File: config.mk
export PLATFORM = sky130hd
export DESIGN_NAME = ir_proximity_debounce_detector_top
export DESIGN_NICKNAME = d
export VERILOG_FILES = /design/src/hw/rtl/ird_pkg.sv /design/src/hw/rtl/ir_proximity_debounce_detector_top.sv /design/src/hw/rtl/ird_ram.sv /design/src/hw/rtl/ird_core.sv
export SDC_FILE = /design/constraint.sdc
export NUM_CORES = 1
export LEC_CHECK = 0
export BUFFER_PORTS_ARGS = -buffer_cell sky130_fd_sc_hd__buf_2
export CORE_MARGIN = 8
export CORE_UTILIZATION = 51
export CTS_CLUSTER_SIZE = 25
export DETAILED_ROUTE_END_ITERATION = 7
export MAX_ROUTING_LAYER = met4
export PLACE_DENSITY = 0.7
export SETUP_SLACK_MARGIN = 0.02
export SLEW_MARGIN = 20
export SYNTH_ARGS = -nofsm -noshare
export SYNTH_HDL_FRONTEND = slang
export SYNTH_SLANG_ARGS = --single-unit
File: constraint.sdc
create_clock -name clk -period 12.8 [get_ports clk]
set_clock_uncertainty 0.15 [all_clocks]
set_input_delay 2.56 -clock clk [delete_from_list [all_inputs] [get_ports clk]]
set_output_delay 2.56 -clock clk [all_outputs]
set_load 0.03 [all_outputs]
File: src/hw/rtl/ird_pkg.sv
// Shared types, constants and helper functions of the IR proximity detector.
package ird_pkg;

  // Sample and field widths.
  localparam int SAMPLE_BITS   = 12;
  localparam int CH_BITS       = 4;
  localparam int THR_BITS      = 12;
  localparam int DIFF_OUT_BITS = 12;
  localparam int CNT_BITS      = 4;
  localparam int CFG_IDX_BITS  = 3;
  localparam int CFG_DATA_BITS = 12;
  localparam int CMP_BITS      = (SAMPLE_BITS > THR_BITS) ? SAMPLE_BITS : THR_BITS;

  // Channel map: cliff channels first, then the wall channels.
  localparam int NUM_CH     = 9;
  localparam int NUM_CLIFF  = 4;
  localparam logic [CH_BITS-1:0] CH_WALL_LEFT  = CH_BITS'(4);
  localparam logic [CH_BITS-1:0] CH_WALL_RIGHT = CH_BITS'(8);

  // Crosstalk is the reference difference divided by 30, done as a reciprocal multiply.
  // The rounded-up reciprocal with a 21-bit shift is exact for values below 2^16.
  localparam int XTALK_DIV    = 30;
  localparam int XT_SHIFT     = 21;
  localparam int XT_MULT_BITS = 17;
  localparam int XT_MULT      = ((1 << XT_SHIFT) + XTALK_DIV - 1) / XTALK_DIV;
  localparam int PROD_BITS    = SAMPLE_BITS + XT_MULT_BITS;

  // Debounce limits: a flag changes once its counter exceeds the limit.
  localparam logic [CNT_BITS-1:0] DET_ON_AFTER    = CNT_BITS'(9);
  localparam logic [CNT_BITS-1:0] DET_OFF_AFTER   = CNT_BITS'(4);
  localparam logic [CNT_BITS-1:0] CLOSE_ON_AFTER  = CNT_BITS'(5);
  localparam logic [CNT_BITS-1:0] CLOSE_OFF_AFTER = CNT_BITS'(9);
  localparam logic [CNT_BITS-1:0] CNT_HOLD        = CNT_BITS'(10);

  // Reset values of the threshold registers.
  localparam logic [THR_BITS-1:0] CLIFF_THR_RST       = THR_BITS'(30);
  localparam logic [THR_BITS-1:0] WALL_OUTER_THR_RST  = THR_BITS'(150);
  localparam logic [THR_BITS-1:0] WALL_INNER_THR_RST  = THR_BITS'(120);
  localparam logic [THR_BITS-1:0] CLOSE_THR_RST       = THR_BITS'(50);

  // Configuration register indexes.
  typedef enum logic [CFG_IDX_BITS-1:0] {
    REG_CLIFF_EN        = 3'd0,
    REG_WALL_EN         = 3'd1,
    REG_CLIFF_THR       = 3'd2,
    REG_WALL_OUTER_THR  = 3'd3,
    REG_WALL_INNER_THR  = 3'd4,
    REG_CLOSE_THR       = 3'd5
  } cfg_reg_t;

  // One input request.
  typedef struct packed {
    logic [CH_BITS-1:0]     channel;
    logic [SAMPLE_BITS-1:0] dark_sample;
    logic [SAMPLE_BITS-1:0] lit_sample;
    logic [CH_BITS-1:0]     reference_channel;
    logic                   use_reference;
  } in_item_t;

  // One result request.
  typedef struct packed {
    logic [CH_BITS-1:0]       result_channel;
    logic [DIFF_OUT_BITS-1:0] signal_difference;
    logic                     detected;
    logic                     close_detected;
  } out_item_t;

  // Configuration register contents.
  typedef struct packed {
    logic                cliff_en;
    logic                wall_en;
    logic [THR_BITS-1:0] cliff_thr;
    logic [THR_BITS-1:0] wall_outer_thr;
    logic [THR_BITS-1:0] wall_inner_thr;
    logic [THR_BITS-1:0] close_thr;
  } cfg_t;

  // Write of a new stored difference into the difference memory.
  typedef struct packed {
    logic                   en;
    logic [CH_BITS-1:0]     addr;
    logic [SAMPLE_BITS-1:0] data;
  } sd_wr_t;

  // Source of the two registered difference reads.
  typedef struct packed {
    logic ref_fwd;
    logic ref_ok;
    logic own_fwd;
    logic own_ok;
  } rd_sel_t;

  // One debouncer's state.
  typedef struct packed {
    logic [CNT_BITS-1:0] up;
    logic [CNT_BITS-1:0] down;
    logic                flag;
  } deb_t;

  // Advance a debouncer by one level comparison.
  function automatic deb_t deb_step(deb_t cur, logic above,
                                    logic [CNT_BITS-1:0] on_after,
                                    logic [CNT_BITS-1:0] off_after);
    deb_t nxt;
    nxt = cur;
    if (above) begin
      nxt.up   = cur.up + CNT_BITS'(1);
      nxt.down = '0;
      if (nxt.up > on_after) begin
        nxt.flag = 1'b1;
        nxt.up   = CNT_HOLD;
      end
    end else begin
      nxt.up   = '0;
      nxt.down = cur.down + CNT_BITS'(1);
      if (nxt.down > off_after) begin
        nxt.flag = 1'b0;
        nxt.down = CNT_HOLD;
      end
    end
    return nxt;
  endfunction

endpackage

File: src/hw/rtl/ir_proximity_debounce_detector_top.sv
// Top level of the ambient-compensated IR proximity detector with debounce.
//
//   port group | direction | payload type        | handshake
//   in_        | input     | ird_pkg::in_item_t  | in_valid / in_stall
//   out_       | output    | ird_pkg::out_item_t | out_valid / out_stall
//   cfg_       | input     | 12-bit write data   | cfg_wr_en, no wait
//
// A request is registered at acceptance together with the two reads of the
// difference memory; the result is computed from it and is written to the
// output register when free; one request per cycle is taken while not stalled.
// The memory read at acceptance is bypassed by the write of the request ahead.
// Reset is synchronous; no memory clearing pass is needed, since per-entry
// valid bits make unwritten differences read as zero.
// While the output register holds an untaken result, one more request can wait
// in the input register before in_stall rises.
module ir_proximity_debounce_detector_top (
  input  logic                              clk,
  input  logic                              rst_n,
  input  logic                              in_valid,
  output logic                              in_stall,
  input  ird_pkg::in_item_t                 in_data,
  output logic                              out_valid,
  input  logic                              out_stall,
  output ird_pkg::out_item_t                out_data,
  input  logic                              cfg_wr_en,
  input  logic [ird_pkg::CFG_IDX_BITS-1:0]  cfg_index,
  input  logic [ird_pkg::CFG_DATA_BITS-1:0] cfg_wdata
);
  import ird_pkg::*;

  cfg_t      cfg_r;
  cfg_t      cfg_nxt;
  logic      s0_vld_r;
  logic      s0_vld_nxt;
  in_item_t  s0_item_r;
  logic      out_vld_r;
  logic      out_vld_nxt;
  out_item_t out_data_r;

  logic [NUM_CH-1:0]      sd_vld_r;
  logic [NUM_CH-1:0]      sd_vld_nxt;
  rd_sel_t                rd_sel_r;
  rd_sel_t                rd_sel_nxt;
  logic [SAMPLE_BITS-1:0] fwd_data_r;
  logic [SAMPLE_BITS-1:0] ram_q_ref;
  logic [SAMPLE_BITS-1:0] ram_q_own;
  logic [SAMPLE_BITS-1:0] ref_diff;
  logic [SAMPLE_BITS-1:0] own_diff;

  logic      adv;
  logic      accept;
  logic      fire;
  sd_wr_t    core_wr;
  out_item_t core_res;

  // Handshake: the input register moves on whenever the output register is free.
  assign adv      = !out_vld_r || !out_stall;
  assign in_stall = s0_vld_r && !adv;
  assign accept   = in_valid && !in_stall;
  assign fire     = s0_vld_r && adv;

  // Configuration register writes.
  always_comb begin
    cfg_nxt = cfg_r;
    if (cfg_wr_en) begin
      unique case (cfg_index)
        REG_CLIFF_EN:       cfg_nxt.cliff_en       = cfg_wdata[0];
        REG_WALL_EN:        cfg_nxt.wall_en        = cfg_wdata[0];
        REG_CLIFF_THR:      cfg_nxt.cliff_thr      = THR_BITS'(cfg_wdata);
        REG_WALL_OUTER_THR: cfg_nxt.wall_outer_thr = THR_BITS'(cfg_wdata);
        REG_WALL_INNER_THR: cfg_nxt.wall_inner_thr = THR_BITS'(cfg_wdata);
        REG_CLOSE_THR:      cfg_nxt.close_thr      = THR_BITS'(cfg_wdata);
        default:            cfg_nxt = cfg_r;
      endcase
    end
  end

  // Read sources: out-of-range or unwritten entries read as zero, and a
  // write by the request ahead is forwarded.
  always_comb begin
    rd_sel_nxt.ref_fwd = core_wr.en && (core_wr.addr == in_data.reference_channel);
    rd_sel_nxt.ref_ok  = (int'(in_data.reference_channel) < NUM_CH) ?
                         sd_vld_r[in_data.reference_channel] : 1'b0;
    rd_sel_nxt.own_fwd = core_wr.en && (core_wr.addr == in_data.channel);
    rd_sel_nxt.own_ok  = (int'(in_data.channel) < NUM_CH) ?
                         sd_vld_r[in_data.channel] : 1'b0;
  end

  // Valid bits of the difference memory.
  always_comb begin
    sd_vld_nxt = sd_vld_r;
    if (core_wr.en) begin
      sd_vld_nxt[core_wr.addr] = 1'b1;
    end
  end

  // Next state of the two stage valids.
  always_comb begin
    if (accept) begin
      s0_vld_nxt = 1'b1;
    end else if (adv) begin
      s0_vld_nxt = 1'b0;
    end else begin
      s0_vld_nxt = s0_vld_r;
    end
    if (fire) begin
      out_vld_nxt = 1'b1;
    end else if (!out_stall) begin
      out_vld_nxt = 1'b0;
    end else begin
      out_vld_nxt = out_vld_r;
    end
  end

  // Control registers.
  always_ff @(posedge clk) begin
    if (!rst_n) begin
      cfg_r     <= '{cliff_en: 1'b0, wall_en: 1'b0, cliff_thr: CLIFF_THR_RST,
                     wall_outer_thr: WALL_OUTER_THR_RST,
                     wall_inner_thr: WALL_INNER_THR_RST, close_thr: CLOSE_THR_RST};
      s0_vld_r  <= 1'b0;
      out_vld_r <= 1'b0;
      sd_vld_r  <= '0;
    end else begin
      cfg_r     <= cfg_nxt;
      s0_vld_r  <= s0_vld_nxt;
      out_vld_r <= out_vld_nxt;
      sd_vld_r  <= sd_vld_nxt;
    end
  end

  // Payload registers.
  always_ff @(posedge clk) begin
    if (accept) begin
      s0_item_r  <= in_data;
      rd_sel_r   <= rd_sel_nxt;
      fwd_data_r <= core_wr.data;
    end
    if (fire) begin
      out_data_r <= core_res;
    end
  end

  // Stored differences of all channels.
  ird_ram #(
    .WIDTH (SAMPLE_BITS),
    .DEPTH (NUM_CH)
  ) u_sd_ram (
    .clk       (clk),
    .wr_en     (core_wr.en),
    .wr_addr   (core_wr.addr),
    .wr_data   (core_wr.data),
    .rd_en     (accept),
    .rd_addr_a (in_data.reference_channel),
    .rd_addr_b (in_data.channel),
    .rd_data_a (ram_q_ref),
    .rd_data_b (ram_q_own)
  );

  assign ref_diff = rd_sel_r.ref_fwd ? fwd_data_r : (rd_sel_r.ref_ok ? ram_q_ref : '0);
  assign own_diff = rd_sel_r.own_fwd ? fwd_data_r : (rd_sel_r.own_ok ? ram_q_own : '0);

  // Difference and debounce logic.
  ird_core u_core (
    .clk      (clk),
    .rst_n    (rst_n),
    .fire     (fire),
    .item     (s0_item_r),
    .cfg      (cfg_r),
    .ref_diff (ref_diff),
    .own_diff (own_diff),
    .wr       (core_wr),
    .res      (core_res)
  );

  assign out_valid = out_vld_r;
  assign out_data  = out_data_r;

endmodule

File: src/hw/rtl/ird_ram.sv
// Generic RAM with one write port and two registered read ports.
module ird_ram #(
  parameter int WIDTH = 12,
  parameter int DEPTH = 9
) (
  input  logic                     clk,
  input  logic                     wr_en,
  input  logic [$clog2(DEPTH)-1:0] wr_addr,
  input  logic [WIDTH-1:0]         wr_data,
  input  logic                     rd_en,
  input  logic [$clog2(DEPTH)-1:0] rd_addr_a,
  input  logic [$clog2(DEPTH)-1:0] rd_addr_b,
  output logic [WIDTH-1:0]         rd_data_a,
  output logic [WIDTH-1:0]         rd_data_b
);

  logic [WIDTH-1:0] mem [DEPTH];

  // Write port; addresses past the depth are dropped.
  always_ff @(posedge clk) begin
    if (wr_en && (int'(wr_addr) < DEPTH)) begin
      mem[wr_addr] <= wr_data;
    end
  end

  // Registered reads; addresses past the depth read as zero.
  always_ff @(posedge clk) begin
    if (rd_en) begin
      rd_data_a <= (int'(rd_addr_a) < DEPTH) ? mem[rd_addr_a] : '0;
      rd_data_b <= (int'(rd_addr_b) < DEPTH) ? mem[rd_addr_b] : '0;
    end
  end

endmodule

File: src/hw/rtl/ird_core.sv
// Difference computation and per-channel debounce state of the detector.
module ird_core (
  input  logic                            clk,
  input  logic                            rst_n,
  input  logic                            fire,
  input  ird_pkg::in_item_t               item,
  input  ird_pkg::cfg_t                   cfg,
  input  logic [ird_pkg::SAMPLE_BITS-1:0] ref_diff,
  input  logic [ird_pkg::SAMPLE_BITS-1:0] own_diff,
  output ird_pkg::sd_wr_t                 wr,
  output ird_pkg::out_item_t              res
);
  import ird_pkg::*;

  deb_t det_r   [NUM_CH];
  deb_t close_r [NUM_CH];
  deb_t det_nxt;
  deb_t close_nxt;
  deb_t det_cur;
  deb_t close_cur;

  logic                   ch_ok;
  logic                   is_wall;
  logic                   grp_en;
  logic [CH_BITS-1:0]     idx;
  logic [PROD_BITS-1:0]   prod;
  logic [SAMPLE_BITS-1:0] xt;
  logic [SAMPLE_BITS:0]   sub;
  logic [SAMPLE_BITS-1:0] diff;
  logic [THR_BITS-1:0]    thr;
  logic                   det_above;
  logic                   close_above;

  // Channel class and group enable.
  assign ch_ok   = int'(item.channel) < NUM_CH;
  assign is_wall = int'(item.channel) >= NUM_CLIFF;
  assign grp_en  = is_wall ? cfg.wall_en : cfg.cliff_en;
  assign idx     = ch_ok ? item.channel : '0;

  // Crosstalk: reference difference divided by 30 through the reciprocal multiply.
  assign prod = PROD_BITS'(ref_diff) * PROD_BITS'(XT_MULT);
  assign xt   = item.use_reference ? SAMPLE_BITS'(prod[PROD_BITS-1:XT_SHIFT]) : '0;

  // Emitter-off minus emitter-on minus crosstalk, clipped at zero.
  assign sub  = {1'b0, item.lit_sample} + {1'b0, xt};
  assign diff = ({1'b0, item.dark_sample} > sub) ?
                SAMPLE_BITS'({1'b0, item.dark_sample} - sub) : '0;

  // Detection threshold by channel class.
  always_comb begin
    if (!is_wall) begin
      thr = cfg.cliff_thr;
    end else if ((item.channel == CH_WALL_LEFT) || (item.channel == CH_WALL_RIGHT)) begin
      thr = cfg.wall_outer_thr;
    end else begin
      thr = cfg.wall_inner_thr;
    end
  end

  assign det_above   = CMP_BITS'(diff) > CMP_BITS'(thr);
  assign close_above = CMP_BITS'(diff) > CMP_BITS'(cfg.close_thr);

  // Next debounce state of the item's channel.
  assign det_cur   = det_r[idx];
  assign close_cur = close_r[idx];

  always_comb begin
    det_nxt   = det_cur;
    close_nxt = close_cur;
    if (!grp_en) begin
      det_nxt.flag = !is_wall;
      if (is_wall) begin
        close_nxt.flag = 1'b0;
      end
    end else begin
      det_nxt = deb_step(det_cur, det_above, DET_ON_AFTER, DET_OFF_AFTER);
      if (is_wall) begin
        close_nxt = deb_step(close_cur, close_above, CLOSE_ON_AFTER, CLOSE_OFF_AFTER);
      end
    end
  end

  // Per-channel state; cliff channels come out of reset detected.
  always_ff @(posedge clk) begin
    if (!rst_n) begin
      for (int i = 0; i < NUM_CH; i++) begin
        det_r[i]   <= '{up: '0, down: '0, flag: (i < NUM_CLIFF)};
        close_r[i] <= '0;
      end
    end else if (fire && ch_ok) begin
      det_r[idx]   <= det_nxt;
      close_r[idx] <= close_nxt;
    end
  end

  // New stored difference, written only for an enabled group.
  assign wr.en   = fire && ch_ok && grp_en;
  assign wr.addr = item.channel;
  assign wr.data = diff;

  // Result of this item.
  always_comb begin
    res.result_channel = item.channel;
    if (!ch_ok) begin
      res.signal_difference = '0;
      res.detected          = 1'b0;
      res.close_detected    = 1'b0;
    end else begin
      res.signal_difference = grp_en ? DIFF_OUT_BITS'(diff) : DIFF_OUT_BITS'(own_diff);
      res.detected          = det_nxt.flag;
      res.close_detected    = is_wall && close_nxt.flag;
    end
  end

endmodule

==> impl_metrics.yaml <==
cts:
  cts-root-buf: "clkbuf_16"
  cts_tree: "yes"
  clkLatencyLatePin_ns: 0.59
  clk_path_buf_depth: 3
  hold_buffers: 0
  cts_buffers: 45
  cts_resized: 0
  clkTransAtPathRegs_ns: 0.06
  cts_num_sinks: 418
  postCtsSetupBuffers: 0
  htree_levels: 2
pwr:
  p_leak_uw: 0.00901
  power.density_nw_per_um2: 139
  vdd_ir_drop_max_uv: 118
  totalPowerFinal_uw: 3380
drt:
  drc: 0
  drt_iter0_drc: 1569
  postRouteAntennaNets: 0
  drt-pass1-iter-count: 6
  vias_per_cell: 6.29
  dr_total_vias: 15200
  totalWireLength_um: 58100
  wire_per_inst_um: 24.0
synth:
  synth_xor_area_share_pct: 1.36
  netlist_area_um2: 21900
  synth-compound-area-share_pct: 11.9
  synth_cells: 1775
  synth.distinct_cells: 99
  synthFlopType: "edfxtp_1"
  synthSimpleGateAreaFrac_pct: 11.7
  avgSynthCellArea_um2: 12.3
  synth_nets: 1944
  synth_edf_count: 357
  ys_seq_area_share_pct: 54.6
  synth.top_cell.area_share_pct: 49.0
  synthArstFlopShare_pct: 0
  synth_common_cells: "edfxtp_1, nand2_1, nor2_1"
  yosys_warnings: 0
  synth_mux_area_share_pct: 10.0
  synthTopCellsByArea: "edfxtp_1, mux4_2, ha_1"
  synth_top_cell_by_area: "edfxtp_1"
  synth_most_common_cell: "edfxtp_1"
  synth_top_family_by_area: "compound AO/OA/AOI/OAI gates"
  ys_ff_latch: 418
  synthAdderAreaFrac_pct: 7.18
floorplanning:
  row_count: 76
  fp.dieH_um: 223
  die_w_um: 223
  start_util_pct: 51.2
  core_um2: 42700
  dieArea_um2: 49800
  ios: 73
worst_setup_path:
  slowest_delay_ns: 0.87
  worstPathArrival_ns: 11.53
  worst-path-stages: 39
  crit_path_top_delay_cell: "o311ai_0"
  critPathLaunchType: "register"
  path_buf_inv: 4
  worstPathRequired_ns: 12.96
  cpMostUsedCell: "ha_1"
  end_kind: "register"
  crit_fanout: 16
  ff2ff_path_depth: 39
  worstSetupPathType: "reg2reg"
  critPathTopFamily: "compound AO/OA/AOI/OAI gates"
placed_design:
  io_buffers: 72
  dp_hpwl_um: 37500
  place_congestion: 0.886
finish:
  drive_above_1_share_pct: 16.7
  multi_input_area_um2: 9350
  ff_latch_area_um2: 11900
  fillers: 3416
  final_nets: 2002
  area.growth.synth_to_final_pct: 11.0
sta:
  fmax_ghz: 0.0880
  rsz0062_at_grt: "false"
  fin_crit_ns: 11.36
  worstMarginPinSlew_ns: 1.18
  hold_viol: 0
  finalSetupViolCount: 0
  fin_hold_ws_ns: 0.316
  fin_setup_tns_ns: 0
  finalCritPeriodShare_pct: 88.8
  slew_violations: 0
  slew_headroom_pct: 21.0
outcome:
  status: "finished clean"
global_route:
  grt_max_degree: 74
  overflow: 0
  grt_pass1_wl_um: 89300
  grtUsageTotal_pct: 23.7
  antenna_found_initial: 3
  grt_pass1_vias: 15300
worst_hold_path:
  min_path_type: "reg2reg"
  whs_path_depth: 2
flow_run:
  maxCapViolations: 0
flip-flops by register name, indices dropped and copies added (netlist names):
signal,cells
rd_sel_r,4
s0_vld_r,1
out_valid,1
u_core.close_r,81
u_sd_ram.mem,108
out_data,18
u_sd_ram.rd_data_b,12
cfg_r,50
u_core.det_r,81
sd_vld_r,9
u_sd_ram.rd_data_a,12
fwd_data_r,12
s0_item_r,29
logic make-up (layout without fill, tap and decap cells):
logic type,Yosys count,count (layout)
and+or+nand+nor,545,545
DFF,418,418
AOI/OAI and AO/OA,374,374
buffers and inverters,161,255
muxes,127,127
adders and majority gates,116,116
xor gates and xnor gates,34,34
other,0,4
layout by cell type, fill, tap and decap left out, types with 10 or more instances in the layout:
| cell | count |
|---|---|
| a211oi_1 | 10 |
| a21boi_0 | 35 |
| a21o_1 | 14 |
| a21oi_1 | 116 |
| a221oi_1 | 11 |
| a22oi_1 | 13 |
| and2_1 | 13 |
| and3_1 | 11 |
| buf_2 | 71 |
| buf_4 | 42 |
| clkbuf_1 | 14 |
| clkbuf_16 | 45 |
| dfxtp_1 | 61 |
| edfxtp_1 | 357 |
| fa_1 | 16 |
| ha_1 | 100 |
| inv_1 | 58 |
| mux2i_1 | 47 |
| mux4_2 | 73 |
| nand2_1 | 190 |
| nand2b_1 | 10 |
| nand3_1 | 54 |
| nand4_1 | 13 |
| nor2_1 | 136 |
| nor2b_1 | 28 |
| nor3_1 | 27 |
| o211ai_1 | 10 |
| o21a_1 | 25 |
| o21ai_0 | 48 |
| xnor2_1 | 26 |
worst paths after layout:
check	start	endpoint	slack (ns)
min	cfg_r[22]$_SDFFE_PN0P_	cfg_r[22]$_SDFFE_PN0P_	0.32
min reg2reg	cfg_r[22]$_SDFFE_PN0P_	cfg_r[22]$_SDFFE_PN0P_	0.32
max reg2reg	rd_sel_r[3]$_DFFE_PP_	u_core.det_r[2][3]$_SDFFCE_PN0P_	1.44
max	rd_sel_r[3]$_DFFE_PP_	u_core.det_r[2][3]$_SDFFCE_PN0P_	1.44
where the power goes:
group / internal (uW) / switching, uW
clock network: 702 / 551
registers: 1540 / 22.5
logic: 196 / 359
total: 2440 / 933
worst register-to-register path: cells and delay by family (launching register included):
family / cells / cell delay (ns)
AOI/OAI and AO/OA: 17 / 4.57
xor gates and xnor gates: 3 / 0.54
buffers and inverters: 4 / 0.56
adders and majority gates: 6 / 1.98
and+or+nand+nor: 9 / 2.72
DFF: 1 / 0.57
final cells by class:
| class | instances | area share (%) |
|---|---|---|
| Sequential cell | 418 | 49.2 |
| Antenna cell | 4 | 0.0412 |
| Timing Repair Buffer | 113 | 2.76 |
| Clock buffer | 60 | 4.91 |
| Tap cell | 546 | 2.81 |
| Clock inverter | 23 | 0.881 |
| Multi-Input combinational cell | 1196 | 38.5 |
| Inverter | 59 | 0.912 |
layer usage:
layer	GRT usage, %	up-vias	part of all wire, %
met5	-	-	0
met4	8.96	0	3.4
met3	3.70	136	8.8
met2	37.6	758	47
met1	30.6	7478	40
li1	-	6837	-
stage by stage:
stage	setup WS (ns)	cells	cell area [um^2]	utilization (%)
6_report	1.44	2419	24300	56.9
3_5_place_dp	1.62	2332	22800	53.5
2_1_floorplan	3.59	1775	21900	-
5_1_grt	0.597	2418	24300	56.9
3_3_place_gp	2.05	2332	22800	53.5
4_1_cts	1.65	2415	24300	56.8
No activity file was read; power rests on OpenSTA's default activity.
